--- config.mk ---
export PLATFORM = sky130hd
export DESIGN_NAME = grid_dfs_explorer_unit
export DESIGN_NICKNAME = d
export VERILOG_FILES = /design/src/design/gde_pkg.sv /design/src/design/gde_ram.sv /design/src/design/grid_dfs_explorer_unit.sv
export SDC_FILE = /design/constraint.sdc
export NUM_CORES = 1
export LEC_CHECK = 0
export ABC_AREA = 0
export BUFFER_PORTS_ARGS = -buffer_cell sky130_fd_sc_hd__buf_2
export CORE_MARGIN = 8
export CORE_UTILIZATION = 40
export CTS_CLUSTER_SIZE = 30
export DETAILED_ROUTE_END_ITERATION = 16
export PLACE_DENSITY = 0.6
export RECOVER_POWER = 25
export SKIP_CTS_REPAIR_TIMING = 1
export SLEW_MARGIN = 15
export SYNTH_ARGS = -nofsm -noshare
export SYNTH_HDL_FRONTEND = slang
export SYNTH_HIERARCHICAL = 1
export SYNTH_SLANG_ARGS = --single-unit
--- constraint.sdc ---
create_clock -name clk -period 8.9 [get_ports clk]
set_clock_uncertainty 0.2 [all_clocks]
set_input_delay 0 -clock clk [delete_from_list [all_inputs] [get_ports clk]]
set_output_delay 0 -clock clk [all_outputs]
set_load 0.005 [all_outputs]
--- src/design/gde_pkg.sv ---
`default_nettype none

package gde_pkg;

  // sequencer state codes
  localparam logic [2:0] ST_CLEAR = 3'd0;
  localparam logic [2:0] ST_IDLE  = 3'd1;
  localparam logic [2:0] ST_PROBE = 3'd2;
  localparam logic [2:0] ST_CHECK = 3'd3;
  localparam logic [2:0] ST_POP   = 3'd4;
  localparam logic [2:0] ST_LOAD  = 3'd5;

  // operation codes
  localparam logic OP_START  = 1'b0;
  localparam logic OP_REPORT = 1'b1;

  // neighbour order: west, south, east, north
  localparam logic [1:0] DIR_WEST  = 2'd0;
  localparam logic [1:0] DIR_SOUTH = 2'd1;
  localparam logic [1:0] DIR_EAST  = 2'd2;
  localparam logic [1:0] DIR_NORTH = 2'd3;

  // visit numbering
  localparam logic [6:0] COUNTER_FIRST = 7'd1;
  localparam logic [6:0] COUNTER_MAX   = 7'd127;

  localparam logic [9:0] THRESHOLD_RESET = 10'd512;

endpackage

`default_nettype wire

--- src/design/gde_ram.sv ---
`default_nettype none

module gde_ram #(
  parameter int WIDTH = 8,
  parameter int DEPTH = 64
) (
  input  wire logic                     clk,
  input  wire logic                     we,
  input  wire logic [$clog2(DEPTH)-1:0] waddr,
  input  wire logic [WIDTH-1:0]         wdata,
  input  wire logic [$clog2(DEPTH)-1:0] raddr,
  output logic      [WIDTH-1:0]         rdata
);

  logic [WIDTH-1:0] mem [DEPTH];

  // one write port, registered read port
  always_ff @(posedge clk) begin
    if (we) begin
      mem[waddr] <= wdata;
    end
    rdata <= mem[raddr];
  end

endmodule

`default_nettype wire

--- src/design/grid_dfs_explorer_unit.sv ---
// Depth-first grid explorer, one result beat per accepted command.
// Start: result in the cycle after accept, then busy while the seen map is swept clear.
// Report: result after four direction probes, one check (read of the seen RAM) per
// in-grid neighbour, a stack pop and, unless done, a load of the popped cell.
// Reset (synchronous, active high) runs the same clear sweep over all GRID_SIDE*GRID_SIDE cells.
// The receiver cannot stall: each result is shown for one cycle with result_valid.
`default_nettype none

module grid_dfs_explorer_unit
  import gde_pkg::*;
#(
  parameter int GRID_SIDE   = 8,
  parameter int STACK_DEPTH = 64
) (
  input  wire logic       clk,
  input  wire logic       rst,
  input  wire logic       start,
  output logic            busy,
  input  wire logic       operation,
  input  wire logic [2:0] start_x,
  input  wire logic [2:0] start_y,
  input  wire logic [9:0] sensor_value,
  input  wire logic       cfg_valid,
  output logic            cfg_ready,
  input  wire logic [9:0] cfg_data,
  output logic            result_valid,
  output logic [2:0]      next_x,
  output logic [2:0]      next_y,
  output logic            done_res,
  output logic [6:0]      mapped_number,
  output logic            was_wall
);

  localparam int CELLS = GRID_SIDE * GRID_SIDE;
  localparam int XW    = $clog2(GRID_SIDE);
  localparam int CAW   = $clog2(CELLS);
  localparam int SAW   = $clog2(STACK_DEPTH);
  localparam int CNW   = $clog2(STACK_DEPTH + 1);
  localparam logic [CAW-1:0] SIDE_C    = CAW'(GRID_SIDE);
  localparam logic [CAW-1:0] LAST_CELL = CAW'(CELLS - 1);
  localparam logic [XW-1:0]  LAST_XY   = XW'(GRID_SIDE - 1);
  localparam logic [CNW-1:0] FULL_CNT  = CNW'(STACK_DEPTH);

  logic [2:0]      state;
  logic [CAW-1:0]  clr_addr;
  logic [1:0]      dir;
  logic [XW-1:0]   cur_x;
  logic [XW-1:0]   cur_y;
  logic [CNW-1:0]  stack_count;
  logic [6:0]      visit_counter;
  logic [9:0]      wall_threshold;

  logic            accept;
  logic [31:0]     sx32;
  logic [31:0]     sy32;
  logic [XW-1:0]   nb_x;
  logic [XW-1:0]   nb_y;
  logic            nb_in;
  logic [CAW-1:0]  cur_addr;
  logic [CAW-1:0]  nb_addr;
  logic [CNW-1:0]  cnt_dec;
  logic [XW+2:0]   ext_x;
  logic [XW+2:0]   ext_y;

  logic            seen_we;
  logic [CAW-1:0]  seen_waddr;
  logic            seen_wdata;
  logic            seen_rdata;
  logic            stk_we;
  logic [2*XW-1:0] stk_rdata;

  assign accept    = start && !busy;
  assign busy      = (state != ST_IDLE);
  assign cfg_ready = 1'b1;

  // start coordinates clamped into the grid
  assign sx32 = ({29'd0, start_x} >= 32'(GRID_SIDE)) ? 32'(GRID_SIDE - 1) : {29'd0, start_x};
  assign sy32 = ({29'd0, start_y} >= 32'(GRID_SIDE)) ? 32'(GRID_SIDE - 1) : {29'd0, start_y};

  // neighbour under test and its bounds check
  always_comb begin
    nb_x  = cur_x;
    nb_y  = cur_y;
    nb_in = 1'b0;
    case (dir)
      DIR_WEST: begin
        nb_x  = cur_x - 1'b1;
        nb_in = (cur_x != '0);
      end
      DIR_SOUTH: begin
        nb_y  = cur_y - 1'b1;
        nb_in = (cur_y != '0);
      end
      DIR_EAST: begin
        nb_x  = cur_x + 1'b1;
        nb_in = (cur_x != LAST_XY);
      end
      default: begin
        nb_y  = cur_y + 1'b1;
        nb_in = (cur_y != LAST_XY);
      end
    endcase
  end

  assign cur_addr = CAW'(cur_x) * SIDE_C + CAW'(cur_y);
  assign nb_addr  = CAW'(nb_x) * SIDE_C + CAW'(nb_y);
  assign cnt_dec  = stack_count - 1'b1;

  // seen map write port: clear sweep, mark on report, mark of each unseen neighbour
  always_comb begin
    seen_we    = 1'b0;
    seen_waddr = cur_addr;
    seen_wdata = 1'b1;
    stk_we     = 1'b0;
    unique case (state)
      ST_CLEAR: begin
        seen_we    = 1'b1;
        seen_waddr = clr_addr;
        seen_wdata = 1'b0;
      end
      ST_IDLE: begin
        seen_we = accept && (operation == OP_REPORT);
      end
      ST_CHECK: begin
        seen_we    = !seen_rdata;
        seen_waddr = nb_addr;
        stk_we     = !seen_rdata && (stack_count < FULL_CNT);
      end
      default: begin
        seen_we = 1'b0;
      end
    endcase
  end

  gde_ram #(
    .WIDTH(1),
    .DEPTH(CELLS)
  ) u_seen_ram (
    .clk  (clk),
    .we   (seen_we),
    .waddr(seen_waddr),
    .wdata(seen_wdata),
    .raddr(nb_addr),
    .rdata(seen_rdata)
  );

  gde_ram #(
    .WIDTH(2 * XW),
    .DEPTH(STACK_DEPTH)
  ) u_stack_ram (
    .clk  (clk),
    .we   (stk_we),
    .waddr(stack_count[SAW-1:0]),
    .wdata({nb_x, nb_y}),
    .raddr(cnt_dec[SAW-1:0]),
    .rdata(stk_rdata)
  );

  // configuration register
  always_ff @(posedge clk) begin
    if (rst) begin
      wall_threshold <= THRESHOLD_RESET;
    end else if (cfg_valid && cfg_ready) begin
      wall_threshold <= cfg_data;
    end
  end

  assign ext_x = {3'd0, stk_rdata[2*XW-1:XW]};
  assign ext_y = {3'd0, stk_rdata[XW-1:0]};

  // sequencer
  always_ff @(posedge clk) begin
    if (rst) begin
      state         <= ST_CLEAR;
      clr_addr      <= '0;
      dir           <= DIR_WEST;
      cur_x         <= '0;
      cur_y         <= '0;
      stack_count   <= '0;
      visit_counter <= COUNTER_FIRST;
      result_valid  <= 1'b0;
    end else begin
      result_valid <= 1'b0;
      unique case (state)
        ST_CLEAR: begin
          clr_addr <= clr_addr + 1'b1;
          if (clr_addr == LAST_CELL) begin
            state <= ST_IDLE;
          end
        end
        ST_IDLE: begin
          if (accept && (operation == OP_START)) begin
            cur_x         <= sx32[XW-1:0];
            cur_y         <= sy32[XW-1:0];
            stack_count   <= '0;
            visit_counter <= COUNTER_FIRST;
            next_x        <= sx32[2:0];
            next_y        <= sy32[2:0];
            done_res      <= 1'b0;
            mapped_number <= '0;
            was_wall      <= 1'b0;
            result_valid  <= 1'b1;
            clr_addr      <= '0;
            state         <= ST_CLEAR;
          end else if (accept) begin
            dir <= DIR_WEST;
            if (sensor_value > wall_threshold) begin
              was_wall      <= 1'b1;
              mapped_number <= '0;
            end else begin
              was_wall      <= 1'b0;
              mapped_number <= visit_counter;
              if (visit_counter != COUNTER_MAX) begin
                visit_counter <= visit_counter + 1'b1;
              end
            end
            state <= ST_PROBE;
          end
        end
        ST_PROBE: begin
          if (nb_in) begin
            state <= ST_CHECK;
          end else if (dir == DIR_NORTH) begin
            state <= ST_POP;
          end else begin
            dir <= dir + 1'b1;
          end
        end
        ST_CHECK: begin
          if (stk_we) begin
            stack_count <= stack_count + 1'b1;
          end
          if (dir == DIR_NORTH) begin
            state <= ST_POP;
          end else begin
            dir   <= dir + 1'b1;
            state <= ST_PROBE;
          end
        end
        ST_POP: begin
          if (stack_count == '0) begin
            next_x       <= '0;
            next_y       <= '0;
            done_res     <= 1'b1;
            result_valid <= 1'b1;
            state        <= ST_IDLE;
          end else begin
            stack_count <= cnt_dec;
            state       <= ST_LOAD;
          end
        end
        ST_LOAD: begin
          cur_x        <= stk_rdata[2*XW-1:XW];
          cur_y        <= stk_rdata[XW-1:0];
          next_x       <= ext_x[2:0];
          next_y       <= ext_y[2:0];
          done_res     <= 1'b0;
          result_valid <= 1'b1;
          state        <= ST_IDLE;
        end
        default: begin
          state <= ST_IDLE;
        end
      endcase
    end
  end

`ifndef SYNTHESIS
  // stack never grows past its depth
  assert property (@(posedge clk) disable iff (rst) stack_count <= FULL_CNT)
    else $error("stack count beyond depth");

  // a report beat keeps the block busy with no result in the next cycle
  assert property (@(posedge clk) disable iff (rst)
    (accept && (operation == OP_REPORT)) |=> (busy && !result_valid))
    else $error("report finished too early");

  // done is only reported with an empty stack
  assert property (@(posedge clk) disable iff (rst)
    (result_valid && done_res) |-> (stack_count == '0))
    else $error("done with entries on the stack");

  // a start beat gives its result next cycle and then sweeps the seen map
  assert property (@(posedge clk) disable iff (rst)
    (accept && (operation == OP_START)) |=> (result_valid && busy && !done_res))
    else $error("start result missing");
`endif

endmodule

`default_nettype wire
======== Word-level counts from Yosys, hierarchy flattened ========
Memory sizes are Yosys's and may differ from the RTL's. A register that Yosys moved wholly into a read port is not among the register bits.
Cells that the tools add are included.
storage, ports and cells
  register bits after elaboration ......... 57
  bits in writable memories ............... 448
  memories ................................ 2
  output and inout port bits .............. 18
  input bits .............................. 31
  logic and storage cells ................. 133
memories
  name             depth  width  read ports  clocked after Yosys merged registers in  write ports  line           RTL
  u_stack_ram.mem  64     6      1           1                                        1            gde_ram.sv:15  logic [WIDTH-1:0] mem [DEPTH];
  u_seen_ram.mem   64     1      1           1                                        1            gde_ram.sv:15
cells by class
  order comparisons ....................... 2
  add/subtract/negate cells ............... 11
  equality and inequality tests ........... 24
  reductions and logical operators ........ 27
  multiplexer cells ....................... 51
  bitwise logic cells ..................... 2
operator list
  cell                                                                 count
  7-bit 2-to-1 mux                                                     9
  3-bit 2-to-1 mux                                                     10
  3-bit case mux with 2 select lines                                   4
  6-bit case mux with 2 select lines                                   2
  7-bit case mux with 3 select lines                                   1
  2-bit != test (second input constant)                                9
  3-bit case mux with 3 select lines                                   2
  4-bit AND reduction                                                  4
  3-bit case mux with 5 select lines                                   1
  3-bit nonzero test                                                   5
  7-bit by 1-bit adder with 7-bit output (second input constant)       2
  6-bit by 3-bit adder with 6-bit output                               2
  1-bit 2-to-1 mux                                                     12
  3-bit != test (second input constant)                                4
  1-bit case mux with 3 select lines                                   4
  10-bit > comparator                                                  1
  2-bit 2-to-1 mux                                                     4
  2-bit nonzero test                                                   4
  7-bit zero test                                                      1
  7-bit less-than comparator (second input constant)                   1
  7-bit != test (second input constant)                                1
  7-bit by 1-bit subtractor with 7-bit output (second input constant)  1
  3-bit by 1-bit adder with 3-bit output (second input constant)       2
  6-bit by 1-bit adder with 6-bit output (second input constant)       1
  other kinds (19)                                                     30

======== Depth between registers and ports, before layout ========
Gate-level depths: netlist of run 1.
  depth in word-level cells ............... 7
  gate-level depth with buffers ........... 12
  depth with buffers taken out ............ 11

======== Cells and area by module ========
Netlist of run 1, hierarchy kept.
by module, submodules not included
  module                  times used  area each (µm²)  sequential area each (µm²)  cells an instance
  gde_ram at u_stack_ram  1           15225.9          11651.2                     720
  grid_dfs_explorer_unit  1           3543.4           1291.2                      408
  gde_ram at u_seen_ram   1           2914.0           1941.9                      204

======== Worst setup path before layout of run 1 ========
Ideal clock, no wire load.
  path type ............................... register -> register
  start point ............................. register dir[0]
  end point ............................... register u_seen_ram.rdata (read register of u_seen_ram.mem)
  path buffers ............................ 1
  clock period less this slack ............ 5106 ps
  setup time .............................. 119 ps
  setup slack ............................. 3794 ps
  cell stages (with the launch flop) ...... 10
  data required time ...................... 8581 ps
  data arrival time ....................... 4786 ps
  cells stage by stage .................... dfxtp_1 inv_1 ha_1 or2_2 xnor2_1 buf_2 mux4_1 nand3b_1 a41oi_1 a32o_1
between the ends
  longest elaborated chain between the ends .. 4
  elaborated cells on any way between the ends .. 7
  classes of those cells .................. 1 x add/sub; 2 x eq/ne; 2 x mux; 2 x reduce/logical
ends and longest elaborated chain
  item                                                    line                           RTL
  from (decl)                                             grid_dfs_explorer_unit.sv:46   logic [1:0] dir;
  from (signal assigned)                                  grid_dfs_explorer_unit.sv:226  dir <= dir + 1'b1;
  from (signal assigned)                                  grid_dfs_explorer_unit.sv:236  dir <= dir + 1'b1;
  2-bit equality test or 2-bit zero test (tied branches)  grid_dfs_explorer_unit.sv:85   case (dir)
  2-bit OR reduction (no source line)                     -
  3-bit case mux with 2 select lines *                    grid_dfs_explorer_unit.sv:85
  6-bit by 3-bit adder with 6-bit output *                grid_dfs_explorer_unit.sv:106  assign nb_addr = CAW'(nb_x) * SIDE_C + CAW'(nb_y);
  net nb_addr[0]                                          grid_dfs_explorer_unit.sv:60   logic [CAW-1:0] nb_addr;
  to (decl)                                               gde_ram.sv:12                  output logic [WIDTH-1:0] rdata
The timed path passes the listed nets; every way through them passes the cells marked *.
A chain may end at the register's enable or synchronous reset.

======== Final worst setup path of run 1 ========
Ends and elaborated chain as after synthesis.

==> flow_summary.toml, run 1 <==
[layout]
fillers = 4595
layout.nets = 1470
drive_gt1_share_pct = 16.8
diodes = 0
final_util_pct = 45.8
final_common_cell = "edfxtp_1"
final_cell_mix = "463 x edfxtp_1, 180 x nor2_1, 97 x mux4_2, 51 x clkbuf_16, 49 x dfxtp_1"
area_growth_pct = 13.6
stdcell_area_um2 = 24600

[die]
pin_count = 49
core_area_um2 = 53700
row_count = 85
dieWidth_um = 249
initial_core_util_pct = 40.4
die_h_um = 249
die_area_um2 = 61900

[clock_network]
cts_tree = "yes"
cts_inserted_buffers = 51
clock_latency_ns = 0.60
root_buffer = "clkbuf_16"
cts_max_level = 2
clockBufferDepth = 3
clk_pin_slew_ns = 0.06
cts_sinks = 512

[worst_setup_path]
r2r-start = "dir[0]"
end_kind = "flop"
cp.arrival_ns = 6.22
crit_path_cell_trace = "inv_1 -> ha_1 -> or2_0 -> xnor2_2 -> clkbuf_1 -> mux4_1 -> a22oi_1 -> a41oi_1 -> a32o_1"
required_ns = 9.18
r2r_setup_slack_ns = 2.96
cpPeakStageDelay_ns = 2.76
cp_max_fo = 77
crit_buf_inv = 2
crit_type = "reg -> reg"
cp_slowest_cell = "clkbuf_1"
rr_endpoint = "u_seen_ram/rdata"
start_kind = "flop"
reg2reg_depth = 9
crit_family = "buffers and inverters"

[hold_path]
min_from = "sensor_value[8]"
min_to = "visit_counter[6]"
hp-class = "in -> reg"
hold_depth = 7

[placed_design]
portBuffers = 47
hpwl_um = 29600
gp_congestion = 0.791
placedInstanceArea_um2 = 22500

[synthesis]
synth.distinct_cells = 80
synth_nets = 1384
yosysWarnings = 6
synth_area_leaders = "edfxtp_1 64%, mux4_2 10%, dfxtp_1 4.5%"
synth_seq_area_share_pct = 68.6
yosysTopAreaCell = "edfxtp_1"
syn-mean-instance-area_um2 = 16.3
synth_top_area_share_pct = 64.1
async_flop_share_pct = 0
synth_edf_count = 463
ys_ff_latch = 512
synth_area_um2 = 21700
synth_cells = 1332
synth_flop_cell = "edfxtp_1"

[timing]
fmax_ghz = 0.168
finalCritPeriodShare_pct = 66.7
setup_viol = 0
holdWs_ns = -0.0372
slew_headroom_pct = -164
rsz0062_at_grt = "no"
hold_viol = 1
tns_ns = 0
worstMarginPinSlew_ns = 3.95
period_minus_slack_ns = 5.94
finalMaxSlewViolations = 216

[drt]
wl_per_cell_um = 22.6
drtAntennaViolNets = 0
drtPass1Iterations = 5
dr_total_vias = 12100
wl_um = 48900
avgViaCountPerCell = 5.63
drt_iter0_drc = 1132
route.detailed.drc = 0

[power]
ir_worst_vdd_v = 0.000143
powerDensity_nw_per_um2 = 194
p_leak_nw = 8.08
finalPower_mw = 4.79

[global_routing]
antenna_found_initial = 0
grt_pass1_vias = 12100
grt_pass1_wl_um = 73800
grt_use_total_pct = 15.3
grt-ovfl-total = 0
grt_max_degree = 82

[outcome]
outcome = "finished with violations"
violations = "negative hold slack, max-capacitance violations, max-slew violations"

[run]
cap_violations = 4
==> flip-flops by register name, summed over array words and instances (netlist names) <==
name	cells
result_valid	1
u_stack_ram/mem	384
stack_count	7
cur_x	3
next_y	3
done_res	1
wall_threshold	10
cur_y	3
was_wall	1
visit_counter	7
next_x	3
clr_addr	6
u_seen_ram/mem	64
u_stack_ram/rdata	6
state	3
dir	2
mapped_number	7
u_seen_ram/rdata	1
==> metal layers <==
layer  up-vias  track usage [%]  part of all wire (%)
met5         -                0                     0
met4         0             4.93                   2.5
met3        82             3.39                   5.9
met2       322             24.3                    48
met1      6304             20.7                    44
li1       5437                -                     -
==> power by group <==
group	leakage, nW	switching (mW)	internal (mW)	total [mW]
clock network	0.823	0.900	1.21	2.11
registers	4.59	0.00320	2.59	2.59
logic	2.66	0.0458	0.0379	0.0837
total	8.08	0.949	3.84	4.79
==> cells by family after synthesis <==
| kind of cell | synth area share (%) |
|---|---|
| compound gates | 5.33 |
| xor+xnor | 0.485 |
| fa+ha+maj | 1.28 |
| buf+inv | 2.52 |
| flops | 68.6 |
| mux | 13.7 |
| other cells | 0.0173 |
| simple gates | 8.03 |
==> layout make-up <==
class / instances / area (um^2) / share of cell area, %
Clock buffer: 63 / 1360 / 5.53
Inverter: 30 / 119 / 0.483
Clock inverter: 33 / 299 / 1.21
Multi-Input combinational cell: 715 / 6310 / 25.6
Tap cell: 696 / 871 / 3.54
Timing Repair Buffer: 108 / 776 / 3.15
Sequential cell: 512 / 14900 / 60.4
==> how the worst max path moves through the flow <==
stage | from | to | slack (ns) | depth (start not counted)
detailed placement | stack_count[0] | u_stack_ram/rdata[3] | 4.47 | 9
floorplan | dir[0] | u_seen_ram/rdata | 3.79 | 9
CTS | stack_count[0] | u_stack_ram/rdata[3] | 4.42 | 9
global placement | stack_count[0] | u_stack_ram/rdata[2] | 4.52 | 9
global route | dir[0] | u_seen_ram/rdata | 2.40 | 9
finish | dir[0] | u_seen_ram/rdata | 2.96 | 9
==> tightest hold or removal path: cells and delay by family <==
kind,cells,cell delay [ns]
AOI/OAI and AO/OA,5,0.50
adders and majority gates,1,0.13
buffers and inverters,1,0.09
==> Yosys cell counts (4+ instances only) <==
library cell / count
edfxtp_1: 463
mux4_1: 13
o21ai_1: 8
inv_1: 29
a22o_1: 7
nor3_1: 16
nand3b_1: 9
nand2b_1: 10
mux2i_1: 33
o22ai_1: 13
a21oi_1: 28
dfxtp_1: 49
a32oi_1: 4
a22oi_1: 8
clkbuf_1: 40
and3_1: 15
nand3_1: 33
a211oi_1: 17
a31oi_1: 5
buf_2: 19
ha_1: 19
a32o_1: 4
o221ai_1: 10
buf_6: 7
nand4_1: 12
or3_1: 6
nand2_1: 44
xor2_1: 9
nand4b_1: 4
mux2_2: 10
o22a_1: 6
o211ai_1: 7
mux4_2: 97
o21ai_0: 13
or4_1: 4
nor2b_1: 16
o311ai_1: 4
nor2_1: 180
==> per-stage QoR <==
step	setup WS (ns)	std cells
2_1_floorplan	3.79	1332
5_1_grt	2.40	2157
6_report	2.96	2157
4_1_cts	4.42	2109
3_3_place_gp	4.52	2013
3_5_place_dp	4.47	2013
Power figures use the tool's default switching activity.
==> run 2, diff against run 1 <==
==> constraint.sdc (replaced) <==
create_clock -name clk -period 5.6 [get_ports clk]
set_clock_uncertainty 0.2 [all_clocks]
set_input_delay 0 -clock clk [delete_from_list [all_inputs] [get_ports clk]]
set_output_delay 0 -clock clk [all_outputs]
set_load 0.005 [all_outputs]
==> run 2 against run 1 <==
- the flow still finishes with violations (negative hold slack, max-capacitance violations, max-slew violations)
- clock power rose by 47%
- global-route usage grew 0.37 points
- via count is 0.36% higher
- design area decreased by 0.73%
- register-to-register slack worse by 1.6 ns
- largest cell class unchanged
- largest power group unchanged
==> flow_summary.toml, run 2 (same netlist as run 1, synthesis figures left out) <==
[power]
powerDensity_nw_per_um2 = 301
ir_worst_vdd_v = 0.000214
p_leak_nw = 7.98

[timing]
hold_viol = 1
finalMaxSlewViolations = 94
holdWs_ns = -0.0334
setup_viol = 0
fmax_ghz = 0.237
slew_headroom_pct = -41.5
rsz0062_at_grt = "no"
finalCritPeriodShare_pct = 75.3
period_minus_slack_ns = 4.22
tns_ns = 0
worstMarginPinSlew_ns = 2.12

[drt]
wl_um = 49900
drtPass1Iterations = 5
avgViaCountPerCell = 5.67
drtAntennaViolNets = 0
drt_iter0_drc = 1079
route.detailed.drc = 0
dr_total_vias = 12200
wl_per_cell_um = 23.2

[clock_network]
clk_pin_slew_ns = 0.06
cts_inserted_buffers = 51
cts_max_level = 2
clock_latency_ns = 0.60
cts_sinks = 512
root_buffer = "clkbuf_16"
cts_tree = "yes"
clockBufferDepth = 3

[worst_setup_path]
required_ns = 5.89
start_kind = "flop"
cp-startpoint = "dir[0]"
cp-endpoint = "u_seen_ram/rdata"
reg2reg_depth = 8
crit_type = "reg -> reg"
r2r_setup_slack_ns = 1.38
rr_endpoint = "u_seen_ram/rdata"
r2r-start = "dir[0]"
cp.arrival_ns = 4.50
cp_max_fo = 33
end_kind = "flop"

[placed_design]
portBuffers = 47
dp_cells = 2017
gp_congestion = 0.813
hpwl_um = 30700
placedInstanceArea_um2 = 22600

[hold_path]
hp-class = "in -> reg"

[global_routing]
grt_max_degree = 88
grt_pass1_vias = 12000
grt-ovfl-total = 0
grt_use_total_pct = 15.6
grt_pass1_wl_um = 74900
antenna_found_initial = 0

[run]
cap_violations = 3

[layout]
diodes = 0
fin_cells = 2150
fillers = 4580
stdcell_area_um2 = 24400
final_cell_mix = "463 x edfxtp_1, 180 x nor2_1, 97 x mux4_2, 51 x clkbuf_16, 49 x dfxtp_1"
layout.nets = 1472
final_common_cell = "edfxtp_1"
drive_gt1_share_pct = 15.8
largest_registers = "u_stack_ram/mem: 384 flops, u_seen_ram/mem: 64 flops, wall_threshold: 10 flops"
top_register = "u_stack_ram/mem"
area_growth_pct = 12.7
largest_reg_flops = 384

[outcome]
outcome = "finished with violations"
violations = "negative hold slack, max-capacitance violations, max-slew violations"

[die]
die_area_um2 = 61900
row_count = 85
initial_core_util_pct = 40.4
die_h_um = 249
core_area_um2 = 53700
dieWidth_um = 249
pin_count = 49
-- run 2: changes by cell type in the layout (fill, tap and decap cells not counted), sizes merged --
cell         previous run  this run
clkinv                 24        14
buf                    41        44
inv                    33        31
bufinv                  4         1
clkbuf                 82        89
dlygate4sd3            48        46
-- run 2: worst min path at each step --
stage                          from                end  slack [ns]  cells after the start
floorplan               cfg_data[9]  wall_threshold[9]       -0.07                      2
global placement        cfg_data[0]  wall_threshold[0]        0.03                      3
detailed placement      cfg_data[9]  wall_threshold[9]        0.05                      3
CTS                     cfg_data[4]  wall_threshold[4]       -0.59                      3
global route        sensor_value[3]   visit_counter[6]       0.009                      7
finish              sensor_value[3]   visit_counter[6]       -0.03                      7
-- run 2: power by group --
part / leakage [nW] / switching, mW / internal [mW]
clock: 0.711 / 1.39 / 1.72
sequential: 4.59 / 0.00515 / 4.11
combinational: 2.67 / 0.0722 / 0.0589
total: 7.98 / 1.46 / 5.89
-- run 2: cell type report --
cell class / count / area (um^2) / share of cell area, %
Tap cell: 696 / 871 / 3.56
Multi-Input combinational cell: 715 / 6300 / 25.8
Sequential cell: 512 / 14900 / 60.9
Clock inverter: 18 / 129 / 0.527
Inverter: 30 / 119 / 0.486
Timing Repair Buffer: 110 / 800 / 3.27
Clock buffer: 69 / 1340 / 5.50
-- run 2: per-layer routing --
| layer | GRT usage [%] | up-vias | wire length (um) |
|---|---|---|---|
| met5 | 0 | - | 0 |
| met4 | 5.20 | 0 | 1340 |
| met3 | 3.16 | 79 | 3120 |
| met2 | 24.6 | 374 | 23700 |
| met1 | 21.6 | 6288 | 21700 |
| li1 | - | 5448 | - |
-- run 2: critical path, cell delays in order (launching register included) --
cell      delay [ns]
dfxtp_1         0.41
inv_1           0.09
ha_1            0.30
fa_1            0.46
a21oi_1         0.29
clkbuf_1        1.28
mux4_2          0.65
or2_0           0.22
a32o_1          0.21
-- run 2: metrics by stage --
step	utilization [%]	hold slack (ns)	worst slack [ns]	power, mW
finish	45.5	-0.0334	1.38	7.36
floorplan	-	-0.0696	0.494	4.27
detailed placement	42.0	0.0458	1.51	4.30
CTS	44.8	-0.589	1.51	7.41
global route	45.5	0.00919	0.992	7.60
global placement	42.0	0.0331	1.66	4.30
